===== config.mk =====
export PLATFORM = sky130hd
export DESIGN_NAME = quoted_string_scanner_flat
export DESIGN_NICKNAME = d
export VERILOG_FILES = /design/src/rtl/qss_pkg.sv /design/src/rtl/qss_if.sv /design/src/rtl/qss_step.sv /design/src/rtl/quoted_string_scanner.sv /design/src/flat_wrapper.sv
export SDC_FILE = /design/constraint.sdc
export NUM_CORES = 1
export LEC_CHECK = 0
export BUFFER_PORTS_ARGS = -buffer_cell sky130_fd_sc_hd__buf_4
export CAP_MARGIN = 25
export CORE_MARGIN = 5
export CORE_UTILIZATION = 59
export CTS_CLUSTER_DIAMETER = 80
export CTS_CLUSTER_SIZE = 14
export DETAILED_ROUTE_END_ITERATION = 10
export PLACE_DENSITY = 0.8
export SETUP_SLACK_MARGIN = 0.3
export SYNTH_ARGS = -nofsm -noshare
export SYNTH_HDL_FRONTEND = slang
export SYNTH_HIERARCHICAL = 1
export SYNTH_SLANG_ARGS = --single-unit

===== constraint.sdc =====
create_clock -name clk -period 3.4 [get_ports clk]
set_clock_uncertainty 0.1 [all_clocks]
set_input_delay 0.68 -clock clk [delete_from_list [all_inputs] [get_ports clk]]
set_output_delay 0.68 -clock clk [all_outputs]
set_load 0.03 [all_outputs]

===== src/rtl/qss_pkg.sv =====
// Shared types, reset values and helpers for the quoted string scanner.
// No dependencies; imported by the scanner modules.
`default_nettype none

package qss_pkg;

	localparam int QSS_MAX_QUOTE_LEN_DEF = 4;

	localparam int QSS_CHAR_W  = 8;
	localparam int QSS_CHARS_W = 32;
	localparam int QSS_LEN_W   = 3;
	localparam int QSS_IDX_W   = 3;
	localparam int QSS_QUOTE_BYTES = QSS_CHARS_W / QSS_CHAR_W;

	// Configuration register indexes
	localparam logic [QSS_IDX_W-1:0] REG_OPEN_CHARS  = 3'd0;
	localparam logic [QSS_IDX_W-1:0] REG_OPEN_LEN    = 3'd1;
	localparam logic [QSS_IDX_W-1:0] REG_CLOSE_CHARS = 3'd2;
	localparam logic [QSS_IDX_W-1:0] REG_CLOSE_LEN   = 3'd3;
	localparam logic [QSS_IDX_W-1:0] REG_ESCAPE_CODE = 3'd4;

	localparam logic [QSS_CHARS_W-1:0] OPEN_CHARS_RST  = 32'd34;
	localparam logic [QSS_LEN_W-1:0]   OPEN_LEN_RST    = 3'd1;
	localparam logic [QSS_CHARS_W-1:0] CLOSE_CHARS_RST = 32'd34;
	localparam logic [QSS_LEN_W-1:0]   CLOSE_LEN_RST   = 3'd1;
	localparam logic [QSS_CHAR_W-1:0]  ESCAPE_CODE_RST = 8'd92;

	// Escape letters and the control codes they stand for
	localparam logic [7:0] CH_N   = 8'h6E;
	localparam logic [7:0] CH_R   = 8'h72;
	localparam logic [7:0] CH_B   = 8'h62;
	localparam logic [7:0] CH_T   = 8'h74;
	localparam logic [7:0] CH_A   = 8'h61;
	localparam logic [7:0] CC_LF  = 8'h0A;
	localparam logic [7:0] CC_CR  = 8'h0D;
	localparam logic [7:0] CC_BS  = 8'h08;
	localparam logic [7:0] CC_HT  = 8'h09;
	localparam logic [7:0] CC_BEL = 8'h07;

	typedef struct packed {
		logic [QSS_CHARS_W-1:0] open_chars;
		logic [QSS_LEN_W-1:0]   open_len;
		logic [QSS_CHARS_W-1:0] close_chars;
		logic [QSS_LEN_W-1:0]   close_len;
		logic [QSS_CHAR_W-1:0]  escape_code;
	} qss_cfg_t;

	typedef struct packed {
		logic                  accepted;
		logic                  char_valid;
		logic [QSS_CHAR_W-1:0] out_char;
		logic                  opened;
		logic                  closed;
		logic                  escape_waiting;
	} qss_result_t;

	function automatic logic [QSS_CHAR_W-1:0] qss_translate(input logic [QSS_CHAR_W-1:0] c);
		logic [QSS_CHAR_W-1:0] r;
		unique case (c)
			CH_N:    r = CC_LF;
			CH_R:    r = CC_CR;
			CH_B:    r = CC_BS;
			CH_T:    r = CC_HT;
			CH_A:    r = CC_BEL;
			default: r = c;
		endcase
		return r;
	endfunction

endpackage

`default_nettype wire


===== src/rtl/qss_if.sv =====
// Valid/ready channel interfaces for scanner input characters and result items.
// Depends on nothing.
`default_nettype none

interface qss_in_if;
	logic       valid;
	logic       ready;
	logic [7:0] ch;
	logic       restart;

	modport source (output valid, output ch, output restart, input ready);
	modport sink (input valid, input ch, input restart, output ready);
endinterface

interface qss_out_if;
	logic       valid;
	logic       ready;
	logic       accepted;
	logic       char_valid;
	logic [7:0] out_char;
	logic       opened;
	logic       closed;
	logic       escape_waiting;

	modport source (output valid, output accepted, output char_valid, output out_char,
		output opened, output closed, output escape_waiting, input ready);
	modport sink (input valid, input accepted, input char_valid, input out_char,
		input opened, input closed, input escape_waiting, output ready);
endinterface

`default_nettype wire


===== src/rtl/qss_step.sv =====
// Next-state and result logic for one character of the scanner.
// Depends on qss_pkg.
`default_nettype none

module qss_step import qss_pkg::*; #(
	parameter int MAX_QUOTE_LEN = QSS_MAX_QUOTE_LEN_DEF,
	localparam int CW = $clog2(MAX_QUOTE_LEN + 1)
) (
	input  var qss_cfg_t           cfg,
	input  wire [QSS_CHAR_W-1:0]   ch,
	input  wire                    restart,
	input  wire [CW-1:0]           open_cnt,
	input  wire [CW-1:0]           close_cnt,
	input  wire                    esc_flag,
	output logic [CW-1:0]          open_cnt_nxt,
	output logic [CW-1:0]          close_cnt_nxt,
	output logic                   esc_flag_nxt,
	output qss_result_t            res
);

	function automatic logic [CW-1:0] eff_len(input logic [QSS_LEN_W-1:0] len);
		logic [CW-1:0] r;
		if ({1'b0, len} > 4'(MAX_QUOTE_LEN))
			r = CW'(MAX_QUOTE_LEN);
		else
			r = CW'(len);
		return r;
	endfunction

	// Positions past the stored bytes compare against zero
	function automatic logic [QSS_CHAR_W-1:0] quote_byte(input logic [QSS_CHARS_W-1:0] chars,
		input logic [CW-1:0] pos);
		logic [3:0] p;
		logic [QSS_CHAR_W-1:0] r;
		p = 4'(pos);
		if (p < 4'(QSS_QUOTE_BYTES))
			r = chars[QSS_CHAR_W*p[1:0] +: QSS_CHAR_W];
		else
			r = '0;
		return r;
	endfunction

	logic [CW-1:0] olen, clen;
	logic [CW-1:0] o0, c0;
	logic          e0;
	logic          is_esc;

	always_comb begin
		olen = eff_len(cfg.open_len);
		clen = eff_len(cfg.close_len);
		o0 = restart ? '0 : open_cnt;
		c0 = restart ? '0 : close_cnt;
		e0 = restart ? 1'b0 : esc_flag;
		is_esc = (cfg.escape_code != '0) && !e0 && (ch == cfg.escape_code);

		open_cnt_nxt = o0;
		close_cnt_nxt = c0;
		esc_flag_nxt = e0;
		res = '0;

		priority if (is_esc) begin
			// escape only counts inside the body, before any closing match
			if (o0 == olen && c0 == '0) begin
				esc_flag_nxt = 1'b1;
				res.accepted = 1'b1;
			end
		end else if (o0 != olen) begin
			if (o0 < olen && ch == quote_byte(cfg.open_chars, o0)) begin
				open_cnt_nxt = o0 + CW'(1);
				res.accepted = 1'b1;
			end
		end else if (c0 != clen) begin
			res.accepted = 1'b1;
			if (e0) begin
				res.out_char = qss_translate(ch);
				res.char_valid = 1'b1;
				esc_flag_nxt = 1'b0;
			end else if (c0 < clen && ch == quote_byte(cfg.close_chars, c0)) begin
				close_cnt_nxt = c0 + CW'(1);
			end else begin
				// keep the partial close count; only this character is data
				res.out_char = ch;
				res.char_valid = 1'b1;
			end
		end else begin
			// literal closed: refuse the character
		end

		res.opened = (open_cnt_nxt == olen);
		res.closed = res.opened && (close_cnt_nxt == clen);
		res.escape_waiting = esc_flag_nxt;
	end

endmodule

`default_nettype wire


===== src/rtl/quoted_string_scanner.sv =====
// Quoted string scanner: one result item per character item.
// A character is accepted into the input register and its result is offered from the result register.
// Throughput: one character per cycle while the result side is not stalled; the only loop is the state update.
// The input register can still take one character while a result waits to be taken.
// Reset (arst_n low) clears the match state, both valid flags and restores the
// configuration registers to their defaults. Depends on qss_pkg, qss_if, qss_step.
`default_nettype none

module quoted_string_scanner import qss_pkg::*; #(
	parameter int MAX_QUOTE_LEN = QSS_MAX_QUOTE_LEN_DEF
) (
	input  wire                   clk,
	input  wire                   arst_n,
	input  wire                   cfg_we,
	input  wire [QSS_IDX_W-1:0]   cfg_index,
	input  wire [QSS_CHARS_W-1:0] cfg_data,
	qss_in_if.sink                din,
	qss_out_if.source             dout
);

	localparam int CW = $clog2(MAX_QUOTE_LEN + 1);

	qss_cfg_t              cfg_q;
	logic [CW-1:0]         open_cnt_q, close_cnt_q;
	logic                  esc_flag_q;
	logic [CW-1:0]         open_cnt_nxt, close_cnt_nxt;
	logic                  esc_flag_nxt;

	logic                  valid_s1;
	logic [QSS_CHAR_W-1:0] ch_s1;
	logic                  restart_s1;

	logic                  out_valid_q;
	qss_result_t           res_q;
	qss_result_t           res;

	logic                  advance;
	logic                  fire_s1;

	assign advance = !out_valid_q || dout.ready;
	assign fire_s1 = valid_s1 && advance;
	assign din.ready = !valid_s1 || advance;

	always_ff @(posedge clk or negedge arst_n) begin
		if (!arst_n) begin
			cfg_q.open_chars <= OPEN_CHARS_RST;
			cfg_q.open_len <= OPEN_LEN_RST;
			cfg_q.close_chars <= CLOSE_CHARS_RST;
			cfg_q.close_len <= CLOSE_LEN_RST;
			cfg_q.escape_code <= ESCAPE_CODE_RST;
		end else if (cfg_we) begin
			unique case (cfg_index)
				REG_OPEN_CHARS:  cfg_q.open_chars <= cfg_data;
				REG_OPEN_LEN:    cfg_q.open_len <= cfg_data[QSS_LEN_W-1:0];
				REG_CLOSE_CHARS: cfg_q.close_chars <= cfg_data;
				REG_CLOSE_LEN:   cfg_q.close_len <= cfg_data[QSS_LEN_W-1:0];
				REG_ESCAPE_CODE: cfg_q.escape_code <= cfg_data[QSS_CHAR_W-1:0];
				default: ;
			endcase
		end
	end

	// Input register
	always_ff @(posedge clk or negedge arst_n) begin
		if (!arst_n) begin
			valid_s1 <= 1'b0;
		end else if (din.ready) begin
			valid_s1 <= din.valid;
		end
	end

	always_ff @(posedge clk) begin
		if (din.valid && din.ready) begin
			ch_s1 <= din.ch;
			restart_s1 <= din.restart;
		end
	end

	qss_step #(
		.MAX_QUOTE_LEN(MAX_QUOTE_LEN)
	) u_step (
		.cfg          (cfg_q),
		.ch           (ch_s1),
		.restart      (restart_s1),
		.open_cnt     (open_cnt_q),
		.close_cnt    (close_cnt_q),
		.esc_flag     (esc_flag_q),
		.open_cnt_nxt (open_cnt_nxt),
		.close_cnt_nxt(close_cnt_nxt),
		.esc_flag_nxt (esc_flag_nxt),
		.res          (res)
	);

	// Scanner state advances once per item leaving the input register
	always_ff @(posedge clk or negedge arst_n) begin
		if (!arst_n) begin
			open_cnt_q <= '0;
			close_cnt_q <= '0;
			esc_flag_q <= 1'b0;
		end else if (fire_s1) begin
			open_cnt_q <= open_cnt_nxt;
			close_cnt_q <= close_cnt_nxt;
			esc_flag_q <= esc_flag_nxt;
		end
	end

	// Result register
	always_ff @(posedge clk or negedge arst_n) begin
		if (!arst_n) begin
			out_valid_q <= 1'b0;
		end else if (advance) begin
			out_valid_q <= valid_s1;
		end
	end

	always_ff @(posedge clk) begin
		if (fire_s1) begin
			res_q <= res;
		end
	end

	assign dout.valid = out_valid_q;
	assign dout.accepted = res_q.accepted;
	assign dout.char_valid = res_q.char_valid;
	assign dout.out_char = res_q.out_char;
	assign dout.opened = res_q.opened;
	assign dout.closed = res_q.closed;
	assign dout.escape_waiting = res_q.escape_waiting;

endmodule

`default_nettype wire


===== src/flat_wrapper.sv =====
// flat-port wrapper written by rule: the top's interface ports become plain ports
module quoted_string_scanner_flat import qss_pkg::*;
#(
	parameter int MAX_QUOTE_LEN = QSS_MAX_QUOTE_LEN_DEF
)
  (clk, arst_n, cfg_we, cfg_index, cfg_data, din_valid, din_ch, din_restart, din_ready, dout_valid, dout_accepted, dout_char_valid, dout_out_char, dout_opened, dout_closed, dout_escape_waiting, dout_ready);
  qss_in_if din_i ();
  qss_out_if dout_i ();
  input  wire clk;
  input  wire arst_n;
  input  wire cfg_we;
  input  wire [QSS_IDX_W-1:0] cfg_index;
  input  wire [QSS_CHARS_W-1:0] cfg_data;
  input wire logic [$bits(din_i.valid)-1:0] din_valid;
  input wire logic [$bits(din_i.ch)-1:0] din_ch;
  input wire logic [$bits(din_i.restart)-1:0] din_restart;
  output wire logic [$bits(din_i.ready)-1:0] din_ready;
  output wire logic [$bits(dout_i.valid)-1:0] dout_valid;
  output wire logic [$bits(dout_i.accepted)-1:0] dout_accepted;
  output wire logic [$bits(dout_i.char_valid)-1:0] dout_char_valid;
  output wire logic [$bits(dout_i.out_char)-1:0] dout_out_char;
  output wire logic [$bits(dout_i.opened)-1:0] dout_opened;
  output wire logic [$bits(dout_i.closed)-1:0] dout_closed;
  output wire logic [$bits(dout_i.escape_waiting)-1:0] dout_escape_waiting;
  input wire logic [$bits(dout_i.ready)-1:0] dout_ready;
  assign din_i.valid = din_valid;
  assign din_i.ch = din_ch;
  assign din_i.restart = din_restart;
  assign din_ready = din_i.ready;
  assign dout_valid = dout_i.valid;
  assign dout_accepted = dout_i.accepted;
  assign dout_char_valid = dout_i.char_valid;
  assign dout_out_char = dout_i.out_char;
  assign dout_opened = dout_i.opened;
  assign dout_closed = dout_i.closed;
  assign dout_escape_waiting = dout_i.escape_waiting;
  assign dout_i.ready = dout_ready;
  quoted_string_scanner #(.MAX_QUOTE_LEN(MAX_QUOTE_LEN)) u_core (.clk(clk), .arst_n(arst_n), .cfg_we(cfg_we), .cfg_index(cfg_index), .cfg_data(cfg_data), .din(din_i), .dout(dout_i));
endmodule

# --- Word-level counts from Yosys, hierarchy flattened ---
# Cells that the tools add are included.
classes:
  n_addsub: 2
  mul: 0
  div_mod_pow: 0
  magnitude_cmp: 6
  eq_ne: 17
  shift: 2
  n_mux: 33
  bitwise: 1
  n_reduce_logical: 22
ops:
  columns: ["cell", "count"]
  rows:
  - ["$mux W8", 8]
  - ["$shiftx A32 B6 Y8", 2]
  - ["$eq A8 B7 Y1 const B", 5]
  - ["$pmux W8 S5", 1]
  - ["$mux W3", 12]
  - ["$eq A8 B8 Y1", 3]
  - ["$mux W9", 2]
  - ["$mux W10", 1]
  - ["$reduce_and A2 Y1", 5]
  - ["$eq A3 B3 Y1", 3]
  - ["$mux W1", 9]
  - ["$logic_and A1 B1 Y1", 8]
  - ["$reduce_bool A8 Y1", 1]
  - ["$add A3 B1 Y3 const B", 2]
  - ["$eq A3 B2 Y1 const B", 2]
  - ["$gt A3 B3 Y1 const B", 2]
  - ["$logic_not A3 Y1", 2]
  - ["$lt A3 B3 Y1", 2]
  - ["$lt A3 B3 Y1 const B", 2]
  - ["$ne A3 B3 Y1", 2]
  - ["$eq A3 B1 Y1 const B", 1]
  - ["$eq A3 B3 Y1 const B", 1]
  - ["$logic_not A1 Y1", 3]
  - ["$reduce_or A3 Y1", 1]
  - ["other kinds (2)", 3]
totals:
  reg_bits: 109
  latch_bits: 0
  ramBits: 0
  mem_bits_ro: 0
  in_bits: 49
  elab_cells: 101
  mem_count: 0

# --- Longest topological paths before layout ---
depth:
  ltp_word: 16
  ltp_mapped: 14
  ltp_nobuf: 13

# --- Modules after synthesis ---
# Netlist, hierarchy kept.
by_module_without_submodules:
  columns: ["module", "n_inst", "cells_each", "area_each_um2"]
  rows:
  - ["quoted_string_scanner", 1, 214, 3988.8]
  - ["qss_step", 1, 264, 1886.8]

# --- Worst setup path before layout ---
# No wires, ideal clock.
synth_path:
  path_type: "register to register"
  start: "reg u_core.restart_s1"
  end: "reg u_core.res_q, in the netlist u_core/dout.closed (data pin)"
  arrival_time_ps: 2771
  slack_ps: 397
  path_stages_with_launch: 14
  synth_period_minus_slack_ps: 3003
  path_cell_list: "edfxtp_1 nor2b_1 clkbuf_4 inv_4 ha_1 nand2b_1 a21oi_1 nor2b_1 a221oi_1 and4_1 nand4_4 mux2_4 o41ai_4 o311a_1"
synth_rtl:
  columns: ["item", "line", "source"]
  rows:
  - ["start: declaration", "quoted_string_scanner.sv:31", "logic restart_s1;"]
  - ["start signal: assignment", "quoted_string_scanner.sv:75", "restart_s1 <= din.restart;"]
  - ["end signal: assignment", "quoted_string_scanner.sv:118", "res_q <= res;"]
  - ["end: declaration", "quoted_string_scanner.sv:34", "qss_result_t res_q;"]

==> results list <==
- In this run the worst hold path is classified as input pin to asynchronous set/reset pin.
* Share of post-route cells with drive strength above 1: 45.94%
- Clock buffer count from CTS: 9
- Crit Path Max Fanout: 5
- The synthesized design spends more area on one cell type than any other, namely dfrtp_1.
- The count of buffers added on input and output ports is 63.
- Synthesized netlist cell count: 478
* Initial core utilization: 60.39%
- Area after detailed placement: 0.006521 mm^2
- In this run the static leakage power is 3.055 nW.
- Setup violations remaining at the end of the flow were counted as 0.
- The clock reaches the later pin of the worst-skew pair after 400 ps.
- Core area: 0.009729 mm^2
- Synthesized area per cell: 12.29 um^2
* Unique cell type count in the Yosys netlist: 74
- Maximum number of buffers from clock root to sink: 2
* Hold violation count in the final report: 0
- Synth async-reset ratio: 79.82%
- Required arrival time at the worst endpoint: 3560 ps
- Standard-cell row count: 36
- Via count of the first global-routing pass: 4,290
- 64 I/O pins were placed.
- Worst slew pin tran: 899.8 ps
- Critical Setup Path Class: register to register
- Chip width: 109.8 um
* Count of antenna-violating nets left after detailed routing: 0
* Pin count of the biggest net entering global routing: 63
- Syn-to-layout area delta: 22.34%
* Root buffer cell: clkbuf_8
- Top cell type's share of synthesized area: 32.79%
- Setup repair after global routing missed its margin: yes
- Area share of fa/ha/maj cells after synthesis: 1.917%
- Post-Synth Simple-Gate Area: 12.12%
* Number of violations of the max-capacitance limit: 0
- Netlist area before placement: 0.005876 mm^2
- The max-slew violation total from the final report came to 0.
- The worst setup path is launched from a register.
- Post-detailed-route via-to-cell ratio: 5.930
- CTS saw 109 sinks.
- Ranked by total cell area, the synthesized netlist is headed by dfrtp_1, mux2_2, edfxtp_1.
* Design area: 0.007188 mm^2
* Vias post-DR: 4,222
* Ratio of final minimum period to clock period: 93.08%
* Type of element capturing the critical path: register
* Inserted Diodes: 0
- Final Critical Period: 3165 ps
* Post-synthesis net count: 536
* Maximum clock frequency: 316.0 MHz
- STA puts the critical path data arrival time at 3320 ps.
* Worst-path clk slew: 110 ps
- Final estimated routing congestion in global placement: 0.9400
* Setup tns final: 0 ps
- Among all cell types in the netlist, the one instantiated most often is mux2_2.
* List of most frequent post-synthesis cells: mux2_2, dfrtp_1, edfxtp_1, nor2_1, xnor2_1
* Clock tree from TritonCTS: yes
* Ys flop type: dfrtp_1
* Antenna violations before repair: 0
* Result of the run: completed
- #FFs+latches synth: 109
- GRT Resource Usage Total: 26.40%
* Nets@finish: 632
- In this run the power density over the cells is 474.4 mW/mm^2.
- Sum of net half-perimeters after detailed placement: 10,910 um
* Number of warnings issued by yosys: 6
* Total detailed-routing wirelength: 14,990 um
* Peak ir drop on the vdd network: 0.0004674 V
* Hold-fix buffers at CTS: 0
- Aggregate global routing overflow: 0
- After detailed routing, the average wire length per cell comes to 21.05 um.
- Summing the areas of all xor and xnor instances in the mapped netlist gives 4.770% of the synthesized area.
- Total number of H-tree levels: 3
* Mux cell area share after synthesis: 20.06%
* Register area share after synthesis: 48.51%
* Number of synthesized flops with an enable pin: 22
* Share of the synthesized area in compound gates (AO/OA/AOI/OAI): 8.454%
* Die span in y: 109.8 um
* First-pass GRT wire length: 23,470 um
- By area, the combinational part of the netlist is dominated by multiplexers.
* Utilization of the core after routing: 73.88%
- Measured against its own limit, the worst slew margin works out to 39.69%.
* Overall die area: 0.01205 mm^2
- DRC: 0
* Number of DRC markers in iteration 0: 442
- The first TritonRoute pass finished after 5 iterations.
==> sequential cells by signal, indices dropped and copies added (netlist names) <==
name                        flops
u_core/cfg_q                   78
u_core/ch_s1                    8
u_core/close_cnt_q              3
u_core/dout.accepted            1
u_core/dout.char_valid          1
u_core/dout.closed              1
u_core/dout.escape_waiting      1
u_core/dout.opened              1
u_core/dout.out_char            8
u_core/dout.valid               1
u_core/esc_flag_q               1
u_core/open_cnt_q               3
u_core/restart_s1               1
u_core/valid_s1                 1
==> routing by layer <==
metal | vias up | track usage, % | part of all wire [%]
met5 | - | 0 | 0
met4 | 0 | 10.77 | 2.8
met3 | 34 | 4.580 | 6.3
met2 | 158 | 42.11 | 49
met1 | 2095 | 35.79 | 42
li1 | 1935 | - | -
==> stage by stage <==
stage	total power [mW]	instances	worst slack (ps)	hold slack, ps
floorplan	2.307	478	397.4	284.4
global placement	2.547	667	171.3	365.8
detailed placement	2.591	668	83.49	375.4
CTS	3.371	692	313.9	89.36
global route	3.593	712	160.6	101.1
finish	3.410	712	235.2	97.76
==> where the power goes <==
group,leakage (nW),switching [mW],internal [mW]
clock network,0.0964,0.465,0.299
registers,1.26,0.180,1.60
logic,1.70,0.408,0.460
==> final cells by class <==
type / instances / area, um^2
Multi-Input combinational cell: 330 / 2978
Sequential cell: 109 / 2850
Fill cell: 705 / 2541
Timing Repair Buffer: 111 / 934.6
Tap cell: 133 / 166.4
Clock buffer: 10 / 137.6
Inverter: 13 / 66.31
Clock inverter: 6 / 55.05
==> timing repair <==
item / CTS / global route
setup endpoints to repair: 10 / 13
buffers inserted: 8 / 19
pin swaps: 6 / 17
gates cloned: 0 / 1
resized for setup: 17 / 34
==> placed cells by master (no fill, tap or decap), types with 5 or more instances in the layout <==
master | synthesis | layout
clkbuf_8 | 0 | 10
nand2b_1 | 14 | 11
edfxtp_1 | 22 | 22
inv_1 | 9 | 8
buf_6 | 7 | 7
o21ai_0 | 14 | 12
nand3_1 | 8 | 8
nor2_1 | 22 | 20
xnor2_1 | 22 | 22
nand2_1 | 20 | 20
xor2_1 | 10 | 10
mux2_1 | 7 | 7
nor2b_1 | 8 | 7
nor4_1 | 6 | 6
ha_1 | 9 | 7
o22ai_1 | 6 | 6
mux2i_1 | 15 | 15
a211oi_1 | 10 | 5
buf_4 | 4 | 99
dfrtp_1 | 77 | 77
dfstp_2 | 10 | 10
a21oi_1 | 10 | 7
and3_1 | 6 | 6
mux2_2 | 83 | 81
==> worst paths after layout <==
| path | from | endpoint | slack, ps | depth (start not counted) |
|---|---|---|---|---|
| setup / recovery | u_core/restart_s1 | u_core/dout.closed | 240 | 11 |
| max in group asynchronous | arst_n | u_core/cfg_q[16] | 2430 | 2 |
| setup reg to reg | u_core/restart_s1 | u_core/dout.closed | 240 | 11 |
| min in group clk | din_ch[7] | u_core/ch_s1[7] | 350 | 1 |
| hold reg to reg | u_core/cfg_q[17] | u_core/cfg_q[17] | 390 | 1 |
| hold / removal | arst_n | u_core/cfg_q[52] | 100 | 1 |
==> critical path: stages, from the launching register on <==
cell and delay, ps:
edfxtp_1 520, buf_4 180, nand2b_4 210, buf_6 160, a211oi_4 250, nor3_2 80
a2111oi_2 350, buf_4 180, nand4_4 110, mux2_4 340, o41ai_4 310, o311a_1 230
==> logic make-up after synthesis <==
| group | Yosys count |
|---|---|
| compound gates | 65 |
| fa+ha+maj | 9 |
| buf+inv | 39 |
| mux | 106 |
| simple gates | 118 |
| xor+xnor | 32 |
| flops | 109 |
(Power assumes the default switching activity.)
